**config.mk**
```make
export PLATFORM = sky130hd
export DESIGN_NAME = wlan_ipv4_header_parser
export DESIGN_NICKNAME = d
export VERILOG_FILES = /design/src/hdl/wiph_pkg.sv /design/src/hdl/wlan_ipv4_header_parser.sv
export SDC_FILE = /design/constraint.sdc
export NUM_CORES = 1
export LEC_CHECK = 0
export BUFFER_PORTS_ARGS = -buffer_cell sky130_fd_sc_hd__buf_2
export CAP_MARGIN = 30
export CORE_ASPECT_RATIO = 1.25
export CORE_MARGIN = 2
export CORE_UTILIZATION = 55
export CTS_BUF_LIST = sky130_fd_sc_hd__clkbuf_4 sky130_fd_sc_hd__clkbuf_8
export DETAILED_ROUTE_END_ITERATION = 6
export PLACE_DENSITY = 0.86
export SYNTH_ARGS = -nofsm -noshare
export SYNTH_HDL_FRONTEND = slang
export SYNTH_SLANG_ARGS = --single-unit
```
**constraint.sdc**
```tcl
create_clock -name clk_i -period 11.8 [get_ports clk_i]
set_input_delay 1.77 -clock clk_i [delete_from_list [all_inputs] [get_ports clk_i]]
set_output_delay 1.77 -clock clk_i [all_outputs]
set_load 0.005 [all_outputs]
```
**src/hdl/wiph_pkg.sv**
```systemverilog
// wiph_pkg: constants and the result record type for the wlan ipv4 header parser
// no dependencies; imported by wlan_ipv4_header_parser
`timescale 1ns / 1ps

package wiph_pkg;

  // frame layout, offsets counted from the end of the preamble
  localparam logic [15:0] PREAMBLE_BYTES = 16'd24;
  localparam logic [15:0] FC_DS_OFFSET   = 16'd1;
  localparam logic [15:0] ADDR1_START    = 16'd4;
  localparam logic [15:0] ADDR2_START    = 16'd10;
  localparam logic [15:0] ADDR3_START    = 16'd16;
  localparam logic [15:0] ADDR4_START    = 16'd24;
  localparam logic [15:0] MAC_BYTES      = 16'd6;
  localparam logic [15:0] TYPE_START     = 16'd30;
  localparam logic [15:0] TYPE_BYTES     = 16'd2;
  localparam logic [15:0] IP_HDR_BYTES   = 16'd20;
  localparam logic [15:0] POS_MAX        = 16'hFFFF;

  localparam logic [15:0] IP_ETHER_TYPE  = 16'h0800;

  // ip header byte indexes
  localparam logic [4:0] IPH_IHL      = 5'd0;
  localparam logic [4:0] IPH_LEN_HI   = 5'd2;
  localparam logic [4:0] IPH_LEN_LO   = 5'd3;
  localparam logic [4:0] IPH_CSUM_HI  = 5'd10;
  localparam logic [4:0] IPH_CSUM_LO  = 5'd11;
  localparam logic [4:0] IPH_SRC_LO   = 5'd12;
  localparam logic [4:0] IPH_SRC_HI   = 5'd15;
  localparam logic [4:0] IPH_DST_LO   = 5'd16;
  localparam logic [4:0] IPH_DST_HI   = 5'd19;

  localparam logic [1:0] DS_NONE   = 2'd0;
  localparam logic [1:0] DS_FROM   = 2'd1;
  localparam logic [1:0] DS_TO     = 2'd2;
  localparam logic [1:0] DS_BOTH   = 2'd3;

  typedef struct packed {
    logic        for_this_host;
    logic [31:0] dest_ip;
    logic [31:0] source_ip;
    logic [15:0] header_checksum;
    logic [15:0] packet_length;
    logic [5:0]  header_bytes;
    logic        is_ip_type;
    logic        four_address;
    logic [47:0] dest_mac;
    logic [47:0] source_mac;
    logic        status;
  } result_t;

endpackage

```
**src/hdl/wlan_ipv4_header_parser.sv**
```systemverilog
// wlan_ipv4_header_parser: byte-serial 802.11 data frame parser with ipv4 header capture
// depends on wiph_pkg
`timescale 1ns / 1ps

// Takes one frame byte per clock when not stalled. After a 24-byte preamble it captures
// the DS bits of frame control, the three or four addresses, the LLC type and the
// 20-byte IPv4 header. On the accepted byte marked last it pushes one result into the
// output buffer: MACs chosen by the DS bits, IP fields, and whether the destination IP
// equals own_ip; a frame that ends before the IPv4 header is complete gives status 1
// and zero fields. Each accepted byte updates the frame state, so the sustained rate
// is one byte per clock when not stalled. Results go through a two-entry output
// buffer; the input stalls, for every byte alike, only while both entries are full.
// own_ip is written through cfg_we_i / cfg_wdata_i.
module wlan_ipv4_header_parser (
  input  logic        clk_i,
  input  logic        rst_ni,
  input  logic        cfg_we_i,
  input  logic [31:0] cfg_wdata_i,
  input  logic        in_valid_i,
  output logic        in_stall_o,
  input  logic [7:0]  data_byte_i,
  input  logic        last_byte_i,
  output logic        out_valid_o,
  input  logic        out_stall_i,
  output logic        for_this_host_o,
  output logic [31:0] dest_ip_o,
  output logic [31:0] source_ip_o,
  output logic [15:0] header_checksum_o,
  output logic [15:0] packet_length_o,
  output logic [5:0]  header_bytes_o,
  output logic        is_ip_type_o,
  output logic        four_address_o,
  output logic [47:0] dest_mac_o,
  output logic [47:0] source_mac_o,
  output logic        status_o
);
  import wiph_pkg::*;

  logic [31:0] own_ip_q;
  logic [15:0] pos_q, pos_d;
  logic [1:0]  ds_q, ds_d;
  logic [47:0] addr1_q, addr1_d, addr2_q, addr2_d, addr3_q, addr3_d, addr4_q, addr4_d;
  logic [15:0] etype_q, etype_d;
  logic [3:0]  ihl_q, ihl_d;
  logic [15:0] iplen_q, iplen_d;
  logic [15:0] csum_q, csum_d;
  logic [31:0] ipsrc_q, ipsrc_d;
  logic [31:0] ipdst_q, ipdst_d;

  logic        main_v_q, skid_v_q;
  result_t     main_q, skid_q;
  result_t     res;

  logic        in_acc, push, pop;
  logic        in_body;
  logic [15:0] rel, ip_start, ip_off;
  logic [4:0]  hidx;
  logic        in_ip, complete;
  logic [47:0] da, sa;

  assign in_stall_o = skid_v_q;
  assign in_acc     = in_valid_i && !skid_v_q;
  assign push       = in_acc && last_byte_i;
  assign pop        = main_v_q && !out_stall_i;

  always_comb begin
    pos_d   = pos_q;
    ds_d    = ds_q;
    addr1_d = addr1_q;
    addr2_d = addr2_q;
    addr3_d = addr3_q;
    addr4_d = addr4_q;
    etype_d = etype_q;
    ihl_d   = ihl_q;
    iplen_d = iplen_q;
    csum_d  = csum_q;
    ipsrc_d = ipsrc_q;
    ipdst_d = ipdst_q;

    in_body = pos_q >= PREAMBLE_BYTES;
    rel     = pos_q - PREAMBLE_BYTES;

    if (in_body) begin
      if (rel == FC_DS_OFFSET) begin
        // tods is bit 0, fromds bit 1 of the second frame control byte
        ds_d = {data_byte_i[0], data_byte_i[1]};
      end else if (rel >= ADDR1_START && rel < ADDR1_START + MAC_BYTES) begin
        addr1_d = {addr1_q[39:0], data_byte_i};
      end else if (rel >= ADDR2_START && rel < ADDR2_START + MAC_BYTES) begin
        addr2_d = {addr2_q[39:0], data_byte_i};
      end else if (rel >= ADDR3_START && rel < ADDR3_START + MAC_BYTES) begin
        addr3_d = {addr3_q[39:0], data_byte_i};
      end else if (ds_q == DS_BOTH && rel >= ADDR4_START && rel < ADDR4_START + MAC_BYTES) begin
        addr4_d = {addr4_q[39:0], data_byte_i};
      end
    end

    // type field and ip header move later by one address in four-address frames
    ip_start = TYPE_START + TYPE_BYTES + ((ds_d == DS_BOTH) ? MAC_BYTES : 16'd0);
    ip_off   = rel - ip_start;
    hidx     = ip_off[4:0];
    in_ip    = in_body && rel >= ip_start && rel < ip_start + IP_HDR_BYTES;
    complete = in_body && rel >= ip_start + IP_HDR_BYTES - 16'd1;

    if (in_body && rel >= ip_start - TYPE_BYTES && rel < ip_start) begin
      etype_d = {etype_q[7:0], data_byte_i};
    end else if (in_ip) begin
      if (hidx == IPH_IHL) begin
        ihl_d = data_byte_i[3:0];
      end else if (hidx == IPH_LEN_HI || hidx == IPH_LEN_LO) begin
        iplen_d = {iplen_q[7:0], data_byte_i};
      end else if (hidx == IPH_CSUM_HI || hidx == IPH_CSUM_LO) begin
        csum_d = {csum_q[7:0], data_byte_i};
      end else if (hidx >= IPH_SRC_LO && hidx <= IPH_SRC_HI) begin
        ipsrc_d = {ipsrc_q[23:0], data_byte_i};
      end else if (hidx >= IPH_DST_LO && hidx <= IPH_DST_HI) begin
        ipdst_d = {ipdst_q[23:0], data_byte_i};
      end
    end

    case (ds_d)
      DS_NONE: begin
        da = addr1_d;
        sa = addr2_d;
      end
      DS_FROM: begin
        da = addr1_d;
        sa = addr3_d;
      end
      DS_TO: begin
        da = addr3_d;
        sa = addr2_d;
      end
      default: begin
        da = addr3_d;
        sa = addr4_d;
      end
    endcase

    res = '0;
    if (complete) begin
      res.for_this_host   = (ipdst_d == own_ip_q);
      res.dest_ip         = ipdst_d;
      res.source_ip       = ipsrc_d;
      res.header_checksum = csum_d;
      res.packet_length   = iplen_d;
      res.header_bytes    = {ihl_d, 2'b00};
      res.is_ip_type      = (etype_d == IP_ETHER_TYPE);
      res.four_address    = (ds_d == DS_BOTH);
      res.dest_mac        = da;
      res.source_mac      = sa;
    end else begin
      res.status = 1'b1;
    end

    if (last_byte_i) begin
      // frame done: clear everything but own_ip
      pos_d   = '0;
      ds_d    = '0;
      addr1_d = '0;
      addr2_d = '0;
      addr3_d = '0;
      addr4_d = '0;
      etype_d = '0;
      ihl_d   = '0;
      iplen_d = '0;
      csum_d  = '0;
      ipsrc_d = '0;
      ipdst_d = '0;
    end else if (pos_q != POS_MAX) begin
      pos_d = pos_q + 16'd1;
    end
  end

  always_ff @(posedge clk_i or negedge rst_ni) begin
    if (!rst_ni) begin
      own_ip_q <= '0;
    end else if (cfg_we_i) begin
      own_ip_q <= cfg_wdata_i;
    end
  end

  always_ff @(posedge clk_i or negedge rst_ni) begin
    if (!rst_ni) begin
      pos_q   <= '0;
      ds_q    <= '0;
      addr1_q <= '0;
      addr2_q <= '0;
      addr3_q <= '0;
      addr4_q <= '0;
      etype_q <= '0;
      ihl_q   <= '0;
      iplen_q <= '0;
      csum_q  <= '0;
      ipsrc_q <= '0;
      ipdst_q <= '0;
    end else if (in_acc) begin
      pos_q   <= pos_d;
      ds_q    <= ds_d;
      addr1_q <= addr1_d;
      addr2_q <= addr2_d;
      addr3_q <= addr3_d;
      addr4_q <= addr4_d;
      etype_q <= etype_d;
      ihl_q   <= ihl_d;
      iplen_q <= iplen_d;
      csum_q  <= csum_d;
      ipsrc_q <= ipsrc_d;
      ipdst_q <= ipdst_d;
    end
  end

  // two-entry output buffer; push never happens while the skid entry is full
  always_ff @(posedge clk_i or negedge rst_ni) begin
    if (!rst_ni) begin
      main_v_q <= 1'b0;
      skid_v_q <= 1'b0;
    end else if (pop) begin
      if (skid_v_q) begin
        skid_v_q <= 1'b0;
      end else begin
        main_v_q <= push;
      end
    end else if (push) begin
      if (main_v_q) begin
        skid_v_q <= 1'b1;
      end else begin
        main_v_q <= 1'b1;
      end
    end
  end

  always_ff @(posedge clk_i) begin
    if (pop) begin
      if (skid_v_q) begin
        main_q <= skid_q;
      end else if (push) begin
        main_q <= res;
      end
    end else if (push) begin
      if (main_v_q) begin
        skid_q <= res;
      end else begin
        main_q <= res;
      end
    end
  end

  assign out_valid_o       = main_v_q;
  assign for_this_host_o   = main_q.for_this_host;
  assign dest_ip_o         = main_q.dest_ip;
  assign source_ip_o       = main_q.source_ip;
  assign header_checksum_o = main_q.header_checksum;
  assign packet_length_o   = main_q.packet_length;
  assign header_bytes_o    = main_q.header_bytes;
  assign is_ip_type_o      = main_q.is_ip_type;
  assign four_address_o    = main_q.four_address;
  assign dest_mac_o        = main_q.dest_mac;
  assign source_mac_o      = main_q.source_mac;
  assign status_o          = main_q.status;

endmodule
```
Word level (Yosys, flattened, before mapping)
Cells that the tools add are included.

Register bits after elaboration: 764. Input port bits: 46. Output and inout bits: 204. Word-level logic and storage cells: 184.

Add/subtract/negate cells: 7. $lt $le $gt $ge: 18. Equality and inequality tests: 14. Mux-type cells: 75. Bitwise operators: 1. Reductions and logical operators: 32.

Operators with widths (count): 48-bit 2-to-1 mux (23); 202-bit 2-to-1 mux (5); 32-bit 2-to-1 mux (15); 16-bit 2-to-1 mux (15); 201-bit 2-to-1 mux (1); 48-bit one-hot mux with 2 select lines (1); 16-bit by 5-bit >= comparator with 1-bit output (second input constant) (3); 16-bit by 5-bit less-than comparator with 1-bit output (second input constant) (3); 32-bit equality test (1); 16-bit >= comparator (2); 16-bit by 1-bit adder with 16-bit output (second input constant) (1); 16-bit by 1-bit equality test with 1-bit output (second input constant) (1); 16-bit by 12-bit equality test with 1-bit output (second input constant) (1); 16-bit by 3-bit >= comparator with 1-bit output (second input constant) (1); 16-bit by 4-bit >= comparator with 1-bit output (second input constant) (1); 16-bit by 7-bit >= comparator with 1-bit output (1); 16-bit by 4-bit less-than comparator with 1-bit output (second input constant) (1); 16-bit by 7-bit less-than comparator with 1-bit output (1); 16-bit by 8-bit less-than comparator with 1-bit output (1); 4-bit 2-to-1 mux (4); 16-bit != test (second input constant) (1); 16-bit by 5-bit subtractor with 16-bit output (second input constant) (1); 1-bit logical AND (15); 5-bit by 2-bit equality test with 1-bit output (second input constant) (2); other kinds (26) (46).

Depth between registers and ports, before layout
Depth after elaboration: 22. Gate-level depth with buffers: 25. Depth with buffers taken out: 20.

Least setup slack after synthesis
No wires, ideal clock.

Kind: input -> register. From: input port last_byte_i. To: register main_q (netlist bit dest_ip_o[0]), enable pin. Setup time: 828 ps. Arrival: 12251 ps. Required time: 10972 ps. Setup slack: -1279 ps. Cell stages on the path: 5. Buffers on the path: 1. Cells stage by stage: clkbuf_1 -> clkinv_1 -> nor2_1 -> nor2_1 -> a21oi_1.

Cells in the longest elaborated chain, start to end: 3. Elaborated cells between the ends (all ways): 4. Classes of those cells: reduce/logical (4).

Ends and longest elaborated chain: start: declaration (RTL line wlan_ipv4_header_parser.sv:22) `input logic last_byte_i,`; 1-bit logical AND * (RTL line wlan_ipv4_header_parser.sv:63) `assign push = in_acc && last_byte_i;`; 2-bit nonzero test (no source line); 3-bit AND reduction (no source line) *; end signal: assignment (RTL line wlan_ipv4_header_parser.sv:236) `main_q <= skid_q;`; end signal: assignment (RTL line wlan_ipv4_header_parser.sv:238) `main_q <= res;`; end signal: assignment (RTL line wlan_ipv4_header_parser.sv:244) `main_q <= res;`; end: declaration (RTL line wlan_ipv4_header_parser.sv:51) `result_t main_q, skid_q;`.

Mark *: on every way between the ends. The rest lies on a longest branch, timed or not. A chain may end at the register's enable or synchronous reset.

Final worst setup path
From: register pos_q[3]. To: register ipsrc_q[4].

Cells in the longest elaborated chain, start to end: 17. Elaborated cells between the ends (all ways): 36. Classes of those cells: add/sub (5); order compare (7); eq/ne (6); mux (10); reduce/logical (8).

Ends and longest elaborated chain: start: declaration (RTL line wlan_ipv4_header_parser.sv:40) `logic [15:0] pos_q, pos_d;`; start signal: assignment (RTL line wlan_ipv4_header_parser.sv:198) `pos_q <= pos_d;`; 16-bit by 5-bit subtractor with 16-bit output (RTL line wlan_ipv4_header_parser.sv:81) `rel = pos_q - PREAMBLE_BYTES;`; 16-bit by 1-bit equality test with 1-bit output (RTL line wlan_ipv4_header_parser.sv:84) `if (rel == FC_DS_OFFSET) begin`; 2-bit 2-to-1 mux (RTL line wlan_ipv4_header_parser.sv:84); 2-bit 2-to-1 mux (RTL line wlan_ipv4_header_parser.sv:83) `if (in_body) begin`; 2-bit equality test (RTL line wlan_ipv4_header_parser.sv:99) `ip_start = TYPE_START + TYPE_BYTES + ((ds_d == DS_BOTH) ? MAC_BYTES : 16'd0);`; 3-bit 2-to-1 mux (RTL line wlan_ipv4_header_parser.sv:99); 6-bit by 3-bit adder with 7-bit output (RTL line wlan_ipv4_header_parser.sv:99); 5-bit subtractor (RTL line wlan_ipv4_header_parser.sv:100) `ip_off = rel - ip_start;`; 5-bit by 4-bit >= comparator with 1-bit output or 5-bit by 4-bit less-or-equal comparator with 1-bit output (tied branches) (RTL line wlan_ipv4_header_parser.sv:114) `end else if (hidx >= IPH_SRC_LO && hidx <= IPH_SRC_HI) begin`; 1-bit logical AND (RTL line wlan_ipv4_header_parser.sv:114); 32-bit 2-to-1 mux (RTL line wlan_ipv4_header_parser.sv:114); 32-bit 2-to-1 mux (RTL line wlan_ipv4_header_parser.sv:112) `end else if (hidx == IPH_CSUM_HI || hidx == IPH_CSUM_LO) begin`; 32-bit 2-to-1 mux (RTL line wlan_ipv4_header_parser.sv:110) `end else if (hidx == IPH_LEN_HI || hidx == IPH_LEN_LO) begin`; 32-bit 2-to-1 mux (RTL line wlan_ipv4_header_parser.sv:108) `if (hidx == IPH_IHL) begin`; 32-bit 2-to-1 mux (RTL line wlan_ipv4_header_parser.sv:107) `end else if (in_ip) begin`; 32-bit 2-to-1 mux * (RTL line wlan_ipv4_header_parser.sv:105) `if (in_body && rel >= ip_start - TYPE_BYTES && rel < ip_start) begin`; 32-bit 2-to-1 mux * (RTL line wlan_ipv4_header_parser.sv:156) `if (last_byte_i) begin`; end signal: assignment (RTL line wlan_ipv4_header_parser.sv:208) `ipsrc_q <= ipsrc_d;`; end: declaration (RTL line wlan_ipv4_header_parser.sv:47) `logic [31:0] ipsrc_q, ipsrc_d;`.

Marked as above.

==> flow_summary.toml <==
[yosys]
async_flop_share = 0.474
syn_area_sq_mm = 0.0344
synth_top_area_share = 0.349
synth_edf_count = 400
synth_area_per_cell_sq_um = 11.7
synth-seq-cells = 760
post_synth_inst_count = 2949
yosys.area.top_type = "edfxtp_1"
synth.area.top_cells = "edfxtp_1, dfrtp_1, a22o_1, nand2_1, mux2i_1"
synth-seq-area-share = 0.611
ys_types = 74
yosys_warnings = 0
yosys_most_used_dff = "edfxtp_1"

[setup_path]
path_class = "reg2reg"
cp.arrival_ps = 7970
cp_slowest_stage_delay_ps = 880
slowest_stage = "a21o_1"
crit_fanout = 51
r2r_cells = 22
cp_cell_sequence = "ha_1 > xor2_1 > inv_1 > nor3_1 > o21ai_0 > nor4_4 > or2_1 > buf_4 > inv_2 > ha_1 > nand2_1 > nor2_1 > o2111ai_1 > o31ai_1 > o32ai_1 > a21oi_1 > nor4b_1 > nand2_2 > buf_4 > a21o_1 > nand2_1 > o21ai_0"
endpoint_kind = "flop"
cp-start-kind = "flop"
critPathRequiredTime_ps = 12430

[sta]
fin_crit_sh = 0.622
whs_ps = 504
setup_slack_ps = 4460
report.final.slew_viol_count = 0
finClkSkew_ps = 49.0
fmax_mhz = 136
min_period_ps = 7340
setup_viol = 0
hold_viol_final = 0
final.setup.tns_ps = 0
rsz0062_at_grt = "no"
slew_headroom = 0.317
worst_pin_slew_ps = 1020

[finish]
fillCellCount = 4691
syn2layout_area_growth_pct = 12.4
seqCellArea_sq_mm = 0.0210
layout-drive-gt1-share = 0.185
layout_common_cells = "nand2_1, edfxtp_1, dfrtp_1, a22o_1, buf_2"
final_common_cell = "nand2_1"
nNetsFinal = 3174
multi_input_area_sq_mm = 0.0124

[die]
core_area_sq_mm = 0.0619
start_util = 0.556
dieHeight_um = 284
die_w_um = 228
ios = 250
die_area_sq_mm = 0.0646
rows = 102

[route]
dr.pass1.iters = 7
drt_iter0_drc = 2598
route.detailed.drc = 2
wl_per_cell_um = 24.2
drt-total-wl_mm = 98.0
via_per_inst = 6.29
vias = 25475
ant_nets = 0

[power]
leakagePower_nw = 15.6
max-vdd-ir-drop_v = 0.000122
p_per_area_mw_per_mm2 = 153
power_w = 0.00591

[outcome]
run_status = "complete, but fails checks"
violations = "design-rule violations"

[grt]
grt_pass1_wl_mm = 148
overflow = 0
grt_pass1_vias = 24962
antenna_found_initial = 2
grt_usage = 0.298
grt_max_degree = 150

[clock_tree]
clock_latency_ps = 760
clockRootBuffer = "clkbuf_8"
cts_hold_buf = 0
htree_num_levels = 3
clkSinkCount = 760
clk_pin_slew_worst_paths_ps = 70
cts_buffers = 111
cts_resized = 0
post_cts_buffers = 0
cts_buffer_depth = 3
cts_tree = "done"

[flow_run]
maxCapViolations = 0

[placement]
dp_worst_setup_slack_ps = 4520
hpwl_mm = 63.9
place_congestion = 0.924
port_buffers = 247

[min_path]
hp-class = "reg2reg"
holdPathStages = 1
## cells in the mapped netlist, types with 17 or more instances
library cell / number
o31ai_1: 156
edfxtp_1: 400
nor2_1: 198
mux2i_1: 180
a22o_1: 275
clkbuf_1: 197
nand2_1: 513
nand3_1: 62
o21ai_0: 111
dfrtp_1: 360
inv_1: 40
a21oi_1: 29
a311oi_1: 49
and2_1: 44
xnor2_1: 17
mux2_2: 68
xor2_1: 18
o22ai_1: 25
buf_1: 20
## worst paths after layout
check | startpoint | endpoint | slack [ps]
min reg2reg | etype_q[11] | etype_q[11] | 500
max in group asynchronous | rst_ni | ipsrc_q[16] | 8740
max reg2reg | pos_q[3] | ipsrc_q[4] | 4460
min | etype_q[11] | etype_q[11] | 500
min in group asynchronous | rst_ni | own_ip_q[9] | 1030
max | pos_q[3] | ipsrc_q[4] | 4460
## kinds of logic after synthesis
family,Yosys count,synth area share
fa+ha+maj,13,0.00495
other cells,1,0.000109
buf+inv,277,0.0314
compound gates,701,0.156
xor+xnor,35,0.00891
simple gates,914,0.114
mux,248,0.0746
flops,760,0.611
## area by class of cell
cell class / instances / area share
Clock inverter: 37 / 0.00560
Multi-Input combinational cell: 1913 / 0.322
Clock buffer: 175 / 0.0548
Inverter: 43 / 0.00437
Sequential cell: 760 / 0.544
Antenna cell: 1 / 0.0000647
Timing Repair Buffer: 286 / 0.0428
Tap cell: 832 / 0.0269
## power breakdown
part	switching, W	total (W)	internal (W)
logic	0.000424	0.000598	0.000175
clock network	0.00106	0.00221	0.00115
registers	0.000102	0.00311	0.00300
## state kept, by name (all words and copies together) (netlist names), 48 cells and up
| register | flops |
|---|---|
| addr1_q | 48 |
| addr2_q | 48 |
| addr3_q | 48 |
| addr4_q | 48 |
| dest_mac_o | 48 |
| skid_q | 200 |
| source_mac_o | 48 |
## routing by layer
layer | part of all wire | track usage | vias up
li1 | - | - | 11283
met1 | 0.36 | 0.358 | 12644
met2 | 0.50 | 0.501 | 1223
met3 | 0.072 | 0.0472 | 325
met4 | 0.066 | 0.191 | 0
met5 | 0 | 0 | -
## per-stage QoR
step,instance area [sq um],cells,util
final,38700,4047,0.625
after detailed placement,36300,3833,0.586
after CTS,38600,4045,0.624
after global placement,36200,3829,0.585
after global routing,38700,4047,0.625
after floorplan,34400,2950,-
## worst max-delay path: cells and delay by family, from the launching register on
family,cells,cell delay (ps)
simple gates,8,1460
buf+inv,4,1360
fa+ha+maj,2,790
flops,1,760
xor+xnor,1,360
compound gates,7,2490
No activity file was read; power rests on OpenSTA's default activity.
